--- src/grt_pkg.sv ---
// Shared types and constants for the glyph text renderer.
// Used by grt_ctrl and glyph_text_renderer_top; no dependencies.
`default_nettype none

package grt_pkg;

    // Font and store geometry
    localparam int GLYPH_COUNT      = 256;
    localparam int MAX_GLYPH_HEIGHT = 32;
    localparam int GLYPH_WIDTH      = 8;

    localparam int CODE_W  = $clog2(GLYPH_COUNT);
    localparam int ROW_W   = $clog2(MAX_GLYPH_HEIGHT);
    localparam int ADDR_W  = CODE_W + ROW_W;
    localparam int BITS_W  = GLYPH_WIDTH;

    // Field widths
    localparam int COORD_W = 13;
    localparam int INDEX_W = 26;
    localparam int COLOR_W = 32;
    localparam int HGT_W   = 6;
    localparam int CFG_W   = 32;
    localparam int CFG_IDX_W = 3;

    localparam logic [COORD_W-1:0] COORD_MAX = {COORD_W{1'b1}};
    localparam logic [HGT_W-1:0]   HGT_MAX   = HGT_W'(MAX_GLYPH_HEIGHT);

    // Stream packing
    localparam int IN_DATA_W  = 48;
    localparam int OUT_DATA_W = 288;

    typedef enum logic [1:0] {
        FN_LOAD  = 2'd0,
        FN_DRAW  = 2'd1,
        FN_PLACE = 2'd2,
        FN_NONE  = 2'd3
    } func_t;

    typedef enum logic [CFG_IDX_W-1:0] {
        CFG_FG_COLOR  = 3'd0,
        CFG_BG_COLOR  = 3'd1,
        CFG_WIDTH     = 3'd2,
        CFG_PITCH     = 3'd3,
        CFG_HEIGHT    = 3'd4
    } cfg_idx_t;

    typedef enum logic [2:0] {
        ST_IDLE,
        ST_MUL,
        ST_BASE,
        ST_ROWS,
        ST_ADV
    } state_t;

    // Glyph store access from the sequencer
    typedef struct packed {
        logic              we;
        logic              re;
        logic [ADDR_W-1:0] addr;
        logic [BITS_W-1:0] wdata;
    } ram_req_t;

    // Row whose glyph bits sit in the store's read register
    typedef struct packed {
        logic               valid;
        logic [INDEX_W-1:0] index;
        logic               last;
    } row_t;

endpackage

`default_nettype wire

--- src/grt_ctrl.sv ---
// Sequencer for the glyph text renderer: cursor, shared index adder, row issue.
// Depends on grt_pkg; drives the glyph store request.
`default_nettype none

module grt_ctrl (
    input  wire logic                           clk,
    input  wire logic                           rst_n,
    input  wire logic                           in_valid,
    output logic                                in_ready,
    input  wire grt_pkg::func_t                 func,
    input  wire logic [grt_pkg::CODE_W-1:0]     char_code,
    input  wire logic [grt_pkg::ROW_W-1:0]      row_index,
    input  wire logic [grt_pkg::BITS_W-1:0]     row_bits,
    input  wire logic [grt_pkg::COORD_W-1:0]    place_x,
    input  wire logic [grt_pkg::COORD_W-1:0]    place_y,
    input  wire logic [grt_pkg::COORD_W-1:0]    frame_width,
    input  wire logic [grt_pkg::COORD_W-1:0]    scanline_pitch,
    input  wire logic [grt_pkg::HGT_W-1:0]      glyph_height,
    output grt_pkg::ram_req_t                   ram_req,
    output grt_pkg::row_t                       row,
    input  wire logic                           take
);

    import grt_pkg::*;

    state_t               state_reg, state_next;
    logic [COORD_W-1:0]   col_reg, col_next;
    logic [COORD_W-1:0]   crow_reg, crow_next;
    logic [CODE_W-1:0]    code_reg, code_next;
    logic [ROW_W-1:0]     hm1_reg, hm1_next;
    logic [ROW_W-1:0]     rcnt_reg, rcnt_next;
    logic [INDEX_W-1:0]   prod_reg, prod_next;
    logic [INDEX_W-1:0]   idx_reg, idx_next;
    logic                 rd_vld_reg, rd_vld_next;
    logic [INDEX_W-1:0]   rd_idx_reg, rd_idx_next;
    logic                 rd_last_reg, rd_last_next;

    logic [INDEX_W-1:0]   add_a, add_b, add_sum;
    logic                 accept;
    logic                 issue;
    logic                 last_issue;
    logic [ROW_W-1:0]     hm1_in;
    logic [COORD_W:0]     col_plus8;
    logic                 wrap;

    // Shared adder: base index, per-row index step, line advance
    assign add_sum = add_a + add_b;

    always_comb
    begin
        case (state_reg)
            ST_BASE:
            begin
                add_a = prod_reg;
                add_b = INDEX_W'(col_reg);
            end
            ST_ADV:
            begin
                add_a = INDEX_W'(crow_reg);
                add_b = INDEX_W'(hm1_reg) + INDEX_W'(1);
            end
            default:
            begin
                add_a = idx_reg;
                add_b = INDEX_W'(scanline_pitch);
            end
        endcase
    end

    // Clamp the glyph height to 1..MAX and keep it as height minus one
    always_comb
    begin
        if (glyph_height == '0)
        begin
            hm1_in = '0;
        end
        else if (glyph_height > HGT_MAX)
        begin
            hm1_in = ROW_W'(MAX_GLYPH_HEIGHT - 1);
        end
        else
        begin
            hm1_in = ROW_W'(glyph_height - HGT_W'(1));
        end
    end

    assign in_ready   = (state_reg == ST_IDLE);
    assign accept     = in_valid && in_ready;
    assign issue      = (state_reg == ST_ROWS) && (!rd_vld_reg || take);
    assign last_issue = issue && (rcnt_reg == hm1_reg);

    // Cursor wrap: next column plus one glyph past the visible width
    assign col_plus8 = {1'b0, col_reg} + (COORD_W+1)'(GLYPH_WIDTH);
    assign wrap      = ({1'b0, col_reg} + (COORD_W+1)'(2 * GLYPH_WIDTH))
                       > {1'b0, frame_width};

    // Next state and datapath control
    always_comb
    begin
        state_next   = state_reg;
        col_next     = col_reg;
        crow_next    = crow_reg;
        code_next    = code_reg;
        hm1_next     = hm1_reg;
        rcnt_next    = rcnt_reg;
        prod_next    = prod_reg;
        idx_next     = idx_reg;
        rd_vld_next  = rd_vld_reg;
        rd_idx_next  = rd_idx_reg;
        rd_last_next = rd_last_reg;

        ram_req.we    = 1'b0;
        ram_req.re    = issue;
        ram_req.addr  = {code_reg, rcnt_reg};
        ram_req.wdata = row_bits;

        // Drop the held row once the output side takes it
        if (take)
        begin
            rd_vld_next = 1'b0;
        end

        case (state_reg)
            ST_IDLE:
            begin
                if (accept)
                begin
                    case (func)
                        FN_LOAD:
                        begin
                            ram_req.we   = 1'b1;
                            ram_req.addr = {char_code, row_index};
                        end
                        FN_PLACE:
                        begin
                            col_next  = place_x;
                            crow_next = place_y;
                        end
                        FN_DRAW:
                        begin
                            code_next  = char_code;
                            hm1_next   = hm1_in;
                            rcnt_next  = '0;
                            state_next = ST_MUL;
                        end
                        default:
                        begin
                        end
                    endcase
                end
            end
            ST_MUL:
            begin
                prod_next  = INDEX_W'(crow_reg) * INDEX_W'(scanline_pitch);
                state_next = ST_BASE;
            end
            ST_BASE:
            begin
                idx_next   = add_sum;
                state_next = ST_ROWS;
            end
            ST_ROWS:
            begin
                if (issue)
                begin
                    rd_vld_next  = 1'b1;
                    rd_idx_next  = idx_reg;
                    rd_last_next = (rcnt_reg == hm1_reg);
                    idx_next     = add_sum;
                    rcnt_next    = rcnt_reg + ROW_W'(1);
                    if (last_issue)
                    begin
                        state_next = ST_ADV;
                    end
                end
            end
            ST_ADV:
            begin
                if (wrap)
                begin
                    col_next = '0;
                    if (add_sum > INDEX_W'(COORD_MAX))
                    begin
                        crow_next = COORD_MAX;
                    end
                    else
                    begin
                        crow_next = add_sum[COORD_W-1:0];
                    end
                end
                else
                begin
                    col_next = col_plus8[COORD_W-1:0];
                end
                state_next = ST_IDLE;
            end
            default:
            begin
                state_next = ST_IDLE;
            end
        endcase
    end

    // Hold control state and cursor
    always_ff @(posedge clk or negedge rst_n)
    begin
        if (!rst_n)
        begin
            state_reg  <= ST_IDLE;
            col_reg    <= '0;
            crow_reg   <= '0;
            rd_vld_reg <= 1'b0;
        end
        else
        begin
            state_reg  <= state_next;
            col_reg    <= col_next;
            crow_reg   <= crow_next;
            rd_vld_reg <= rd_vld_next;
        end
    end

    // Payload registers
    always_ff @(posedge clk)
    begin
        code_reg    <= code_next;
        hm1_reg     <= hm1_next;
        rcnt_reg    <= rcnt_next;
        prod_reg    <= prod_next;
        idx_reg     <= idx_next;
        rd_idx_reg  <= rd_idx_next;
        rd_last_reg <= rd_last_next;
    end

    assign row.valid = rd_vld_reg;
    assign row.index = rd_idx_reg;
    assign row.last  = rd_last_reg;

`ifndef SYNTH
    a_no_rw_clash: assert property (@(posedge clk) disable iff (!rst_n)
        !(ram_req.we && ram_req.re))
        else $error("glyph store read and write in the same cycle");

    a_row_holds: assert property (@(posedge clk) disable iff (!rst_n)
        (rd_vld_reg && !take) |=>
            (rd_vld_reg && $stable(rd_idx_reg) && $stable(rd_last_reg)))
        else $error("pending row changed before it was taken");

    a_last_to_adv: assert property (@(posedge clk) disable iff (!rst_n)
        last_issue |=> (state_reg == ST_ADV) && rd_last_reg)
        else $error("final row issue did not end the draw");
`endif

endmodule

`default_nettype wire

--- config.mk ---
export PLATFORM = sky130hd
export DESIGN_NAME = grt_ctrl
export DESIGN_NICKNAME = d
export VERILOG_FILES = /design/src/grt_pkg.sv /design/src/grt_ctrl.sv
export SDC_FILE = /design/constraint.sdc
export NUM_CORES = 1
export LEC_CHECK = 0
export BUFFER_PORTS_ARGS = -buffer_cell sky130_fd_sc_hd__buf_2
export CORE_MARGIN = 3
export CORE_UTILIZATION = 40
export CTS_BUF_LIST = sky130_fd_sc_hd__clkbuf_8
export CTS_CLUSTER_DIAMETER = 80
export DETAILED_ROUTE_END_ITERATION = 12
export HOLD_SLACK_MARGIN = 0.02
export PLACE_DENSITY = 0.57
export SLEW_MARGIN = 20
export SYNTH_ARGS = -nofsm -noshare
export SYNTH_HDL_FRONTEND = slang
export SYNTH_SLANG_ARGS = --single-unit
--- constraint.sdc ---
create_clock -name clk -period 7.7 [get_ports clk]
set_input_delay 0 -clock clk [delete_from_list [all_inputs] [get_ports clk]]
set_output_delay 0 -clock clk [all_outputs]
set_load 0.02 [all_outputs]
After elaboration in Yosys (flattened, before gate mapping)
Index checks and enable logic that the tools add are counted.

word-level totals
  output and inout port bits = 52
  memories kept = 0
  RAM bits = 0
  input bits = 85
  word-level logic and storage cells = 84
  register bits after elaboration = 127
  memory bits (read-only) = 0
  bits in latches = 0

cells by class
  add/subtract/negate cells = 6
  equal/unequal tests = 13
  divide/modulo/power cells = 0
  multiply operators = 1
  mux-type cells = 32
  bitwise operators = 0
  shifts and indexed selects = 0
  $lt $le $gt $ge = 3
  reductions and logical operators = 18

operators by type and width
  operator                 number
  $mux W13                 10
  $pmux W26 S2             2
  $pmux W13 S2             3
  $add A26 B26 Y26         1
  $gt A26 B13 Y1 const B   1
  $mul A13 B13 Y26         1
  $mux W26                 1
  $mux W5                  4
  $add A13 B5 Y14 const B  1
  $gt A14 B13 Y1           1
  $add A13 B4 Y13 const B  1
  $mux W3                  4
  $pmux W3 S4              1
  $reduce_and A4 Y1        3
  $pmux W5 S2              1
  $add A5 B1 Y6 const B    1
  $eq A3 B2 Y1 const B     2
  $gt A6 B6 Y1 const B     1
  $logic_not A6 Y1         1
  $mux W1                  6
  $ne A2 B1 Y1 const B     3
  $ne A2 B2 Y1 const B     3
  $reduce_and A3 Y1        2
  $reduce_bool A2 Y1       3
  other kinds (13)         16

Logic depth before layout (Yosys ltp)
  depth after elaboration = 7
  gate-level depth with buffers = 21
  gate-level depth less buffers = 20

Least setup slack after synthesis
No wires, ideal clock.

  kind = register to register
  from = register crow_reg[6]
  to = register prod_reg[24] (data pin)
  required time = 7.442 ns
  period minus slack after synthesis = 5.618 ns
  library setup time = 0.258 ns
  slack = 2.082 ns
  buffers on the path = 1
  stages on the path, launching flop included = 20
  arrival = 5.360 ns
  path through = dfrtp_1 -> clkbuf_1 -> nand2_1 -> fa_1 -> inv_1 -> fa_1 -> fa_1 -> fa_1 -> inv_1 -> fa_1 -> inv_1 -> ha_1 -> o21a_1 -> o21ai_1 -> nor4_1 -> o41a_1 -> o41ai_4 -> o2111ai_1 -> a21oi_1 -> xnor2_1

on the way
  cells in the longest elaborated chain, start to end = 1

ends and longest elaborated chain
  element                 line             RTL
  start, declared         grt_ctrl.sv:28   logic [COORD_W-1:0] crow_reg, crow_next;
  start signal, assigned  grt_ctrl.sv:218  crow_reg <= crow_next;
  $mul A13 B13 Y26        grt_ctrl.sv:154  prod_next = INDEX_W'(crow_reg) * INDEX_W'(scanline_pitch);
  end signal, assigned    grt_ctrl.sv:229  prod_reg <= prod_next;
  end, declared           grt_ctrl.sv:32   logic [INDEX_W-1:0] prod_reg, prod_next;

No other way between the ends.
A chain may end at the register's enable or synchronous reset.

Worst setup path in the final report
  from = register crow_reg[3]
  to = register prod_reg[24] (data pin)

Same word-level chain as after synthesis.

==> results.sh <==
export IMPL_cts_sinks=127
export IMPL_start_util_pct=41.2
export IMPL_design_area_mm2=0.0142
export IMPL_post_cts_buffers=0
export IMPL_final_cell_mix="nand2_1, inv_1, fa_1"
export IMPL_antenna_found_initial=0
export IMPL_tightestPinTransition_ns=0.996
export IMPL_reg2reg_from="crow_reg[3]$_DFFE_PN0P_"
export IMPL_ys_seq_elements=127
export IMPL_synth_simple_gate_area_share_pct=17.0
export IMPL_synth_area_leader_cell="edfxtp_1"
export IMPL_grt_max_degree=35
export IMPL_synth_xor_xnor_area_share_pct=4.09
export IMPL_synth_top_family_by_area="adder cells"
export IMPL_cap_violations=0
export IMPL_synthArstFlopShare_pct=23.6
export IMPL_r2r_slack_ns=1.76
export IMPL_die_height_um=182
export IMPL_switching_power_mw=2.84
export IMPL_io_pins=137
export IMPL_first_global_vias=10000
export IMPL_clk_insertion_delay_late_ns=0.47
export IMPL_routedWlPerCell_um=17.5
export IMPL_finalHoldViolCount=0
export IMPL_synth_compound_area_share_pct=10.9
export IMPL_placed_area_mm2=0.0133
export IMPL_clk_path_buf_depth=2
export IMPL_pwr_share_seq_pct=23.1
export IMPL_syn_area_mm2=0.0124
export IMPL_die_area_mm2=0.0332
export IMPL_drtIter0Drc=563
export IMPL_finalSetupTns_ns=0
export IMPL_nNetsFinal=1761
export IMPL_p_int_mw=3.21
export IMPL_routed_via_count=9727
export IMPL_numCtsBuffers=17
export IMPL_cpMaxStageDelayCell="dfrtp_1"
export IMPL_crit_top_cell="fa_1"
export IMPL_worstPathCellList="and2_1 > fa_1 > inv_1 > fa_1 > inv_1 > fa_1 > fa_1 > inv_1 > fa_1 > inv_1 > ha_1 > a21o_1 > a21oi_1 > o21ai_0 > o41a_1 > o41ai_4 > o2111ai_1 > a21oi_1 > xnor2_1"
export IMPL_p_leak_nw=6.72
export IMPL_htree_levels=4
export IMPL_diodes=0
export IMPL_drt_wl_total_mm=32.5
export IMPL_die_x_um=182
export IMPL_grt_first_pass_wirelength_mm=53.4
export IMPL_layout_min_cycle_time_ns=5.94
export IMPL_placed_cells=1767
export IMPL_hold_path_startpoint="glyph_height[3]"
export IMPL_stdcell_count=1855
export IMPL_drt_pass1_iterations=5
export IMPL_pwr_share_clk_pct=9.9
export IMPL_synth_adder_area_share_pct=30.0
export IMPL_slowest_delay_ns=0.59
export IMPL_final_common_cell="nand2_1"
export IMPL_critical_path_startpoint_type="register"
export IMPL_synth_ff_type="edfxtp_1"
export IMPL_path_max_fanout=15
export IMPL_core_mm2=0.0301
export IMPL_via_per_inst=5.24
export IMPL_min_to="hm1_reg[1]$_SDFFCE_PN0P_"
export IMPL_slew_headroom_pct=33.5
export IMPL_whs_path_depth=3
export IMPL_portBuffers=120
export IMPL_period_share_pct=77.1
export IMPL_cp_arrival_ns=6.16
export IMPL_fmax_ghz=0.168
export IMPL_rsz0062_at_grt="no"
export IMPL_switching_share_pct=47.0
export IMPL_status="complete, no violations"
export IMPL_yosysUniqueCellTypes=68
export IMPL_crit_path_end_kind="register"
export IMPL_p_per_area_mw_per_mm2=425
export IMPL_drc=0
export IMPL_clock_skew_ns=0.0134
export IMPL_setup_slack_ns=1.76
export IMPL_r2r_cells=19
export IMPL_syn_nets=1624
export IMPL_netlist_area_leader_share_pct=23.5
export IMPL_synth_edff_count=97
export IMPL_avgSynthCellArea_um2=9.44
export IMPL_cts_clk_slew_worst_paths_ns=0.08
export IMPL_dpl_worst_slack_ns=1.77
export IMPL_yosysSeqAreaShare_pct=29.5
export IMPL_cts_root_buf="clkbuf_8"
export IMPL_gp_congestion=0.884
export IMPL_critical_path_required_ns=7.92
export IMPL_synthCells=1315
export IMPL_crit_type="register to register"
export IMPL_combPwrFrac_pct=66.9
export IMPL_slew_violations=0
export IMPL_grt_overflow_total=0
export IMPL_num_rows=63
export IMPL_drive_above_1_share_pct=12.0
export IMPL_area_growth_synth_to_final_pct=14.7
export IMPL_synth_mux_area_share_pct=0.242
export IMPL_ys_warn_count=0
export IMPL_ir_drop_mv=0.393
export IMPL_min_delay_path_class="input pin to register"
export IMPL_grt_usage_pct=20.2
export IMPL_setup_viol_count_final=0
export IMPL_timing_rr_end="prod_reg[24]$_DFFE_PP_"
export IMPL_hpwl_mm=25.0
export IMPL_postRouteAntennaNets=0
export IMPL_cts_tree="built"
export IMPL_synth_area_leaders="edfxtp_1, fa_1, ha_1"
-- critical path: cells and delay by family (launching register included) --
kind,cells,cell delay [ns]
AO/OA/AOI/OAI,7,1.59
XOR/XNOR,1,0.09
adder cells (fa/ha/maj),6,2.98
buffers and inverters,4,0.20
flip-flops,1,0.59
AND/OR/NAND/NOR,1,0.26
-- how the worst max path moves through the flow --
stage	startpoint	end	slack [ns]	depth (start not counted)
after floorplan	crow_reg[6]$_DFFE_PN0P_	prod_reg[24]$_DFFE_PP_	2.08	19
after global placement	crow_reg[6]$_DFFE_PN0P_	prod_reg[24]$_DFFE_PP_	1.84	18
after detailed placement	crow_reg[6]$_DFFE_PN0P_	prod_reg[24]$_DFFE_PP_	1.77	18
after CTS	crow_reg[3]$_DFFE_PN0P_	prod_reg[24]$_DFFE_PP_	1.75	19
after global routing	crow_reg[6]$_DFFE_PN0P_	prod_reg[24]$_DFFE_PP_	1.35	18
final	crow_reg[3]$_DFFE_PN0P_	prod_reg[24]$_DFFE_PP_	1.76	19
-- stage by stage --
step / utilization [%] / total power [mW] / hold WS [ns]
global route: 47.3 / 6.69 / 0.0617
global placement: 44.1 / 5.42 / 0.000137
floorplan: - / 4.42 / -0.296
CTS: 47.3 / 6.13 / 0.0465
finish: 47.3 / 6.06 / 0.0691
detailed placement: 44.1 / 5.46 / 0.000137
-- what timing repair did --
action / CTS / global route
hold buffers: 56 / 0
endpoints found under the setup margin: 0 / 0
resized for setup: 0 / 0
endpoints found under the hold margin: 80 / 0
-- power by group through the flow --
| stage | Sequential (mW) | Clock, mW | Combinational (mW) |
|---|---|---|---|
| 5_1_grt | 1.43 | 0.642 | 4.62 |
| 6_report | 1.40 | 0.601 | 4.05 |
| 4_1_cts | 1.40 | 0.616 | 4.11 |
| 3_3_place_gp | 1.41 | 0 | 4.01 |
| 2_1_floorplan | 1.42 | 0 | 3.00 |
| 3_5_place_dp | 1.41 | 0 | 4.05 |
-- synth_stat cells (11+ instances only) --
master and count:
o21ai_0 24, nor2_1 65, edfxtp_1 97, xnor2_1 36
nand2_1 220, a21oi_1 29, nand3_1 23, fa_1 122
xor2_1 22, buf_4 12, nor3_1 23, a22oi_1 28
clkbuf_1 46, a21o_1 11, ha_1 102, inv_1 192
o21ai_1 13, o31ai_1 12, and2_1 73, dfrtp_1 30
-- area by class of cell --
type	instances	area, um2
fill	2880	15900
tap	390	488
clock buffer	17	234
sequential	127	3660
timing repair buffer	184	1220
multi-input combinational	928	7740
clock inverter	15	168
inverter	194	728
-- routing by layer --
metal	routed length [um]	vias to the layer above	track usage (%)
met1	14600	4794	27.5
met4	410	0	4.20
met5	0	-	0
met3	1710	34	3.01
met2	15800	302	34.5
li1	-	4597	-
-- kinds of logic (layout without fill, tap and decap cells) --
logic type | count (synthesis) | count (layout)
simple gates | 454 | 454
buf+inv | 260 | 410
fa+ha+maj | 224 | 224
compound gates | 189 | 189
flops | 127 | 127
xor+xnor | 58 | 58
mux | 3 | 3
No activity file was read; power rests on OpenSTA's default activity.
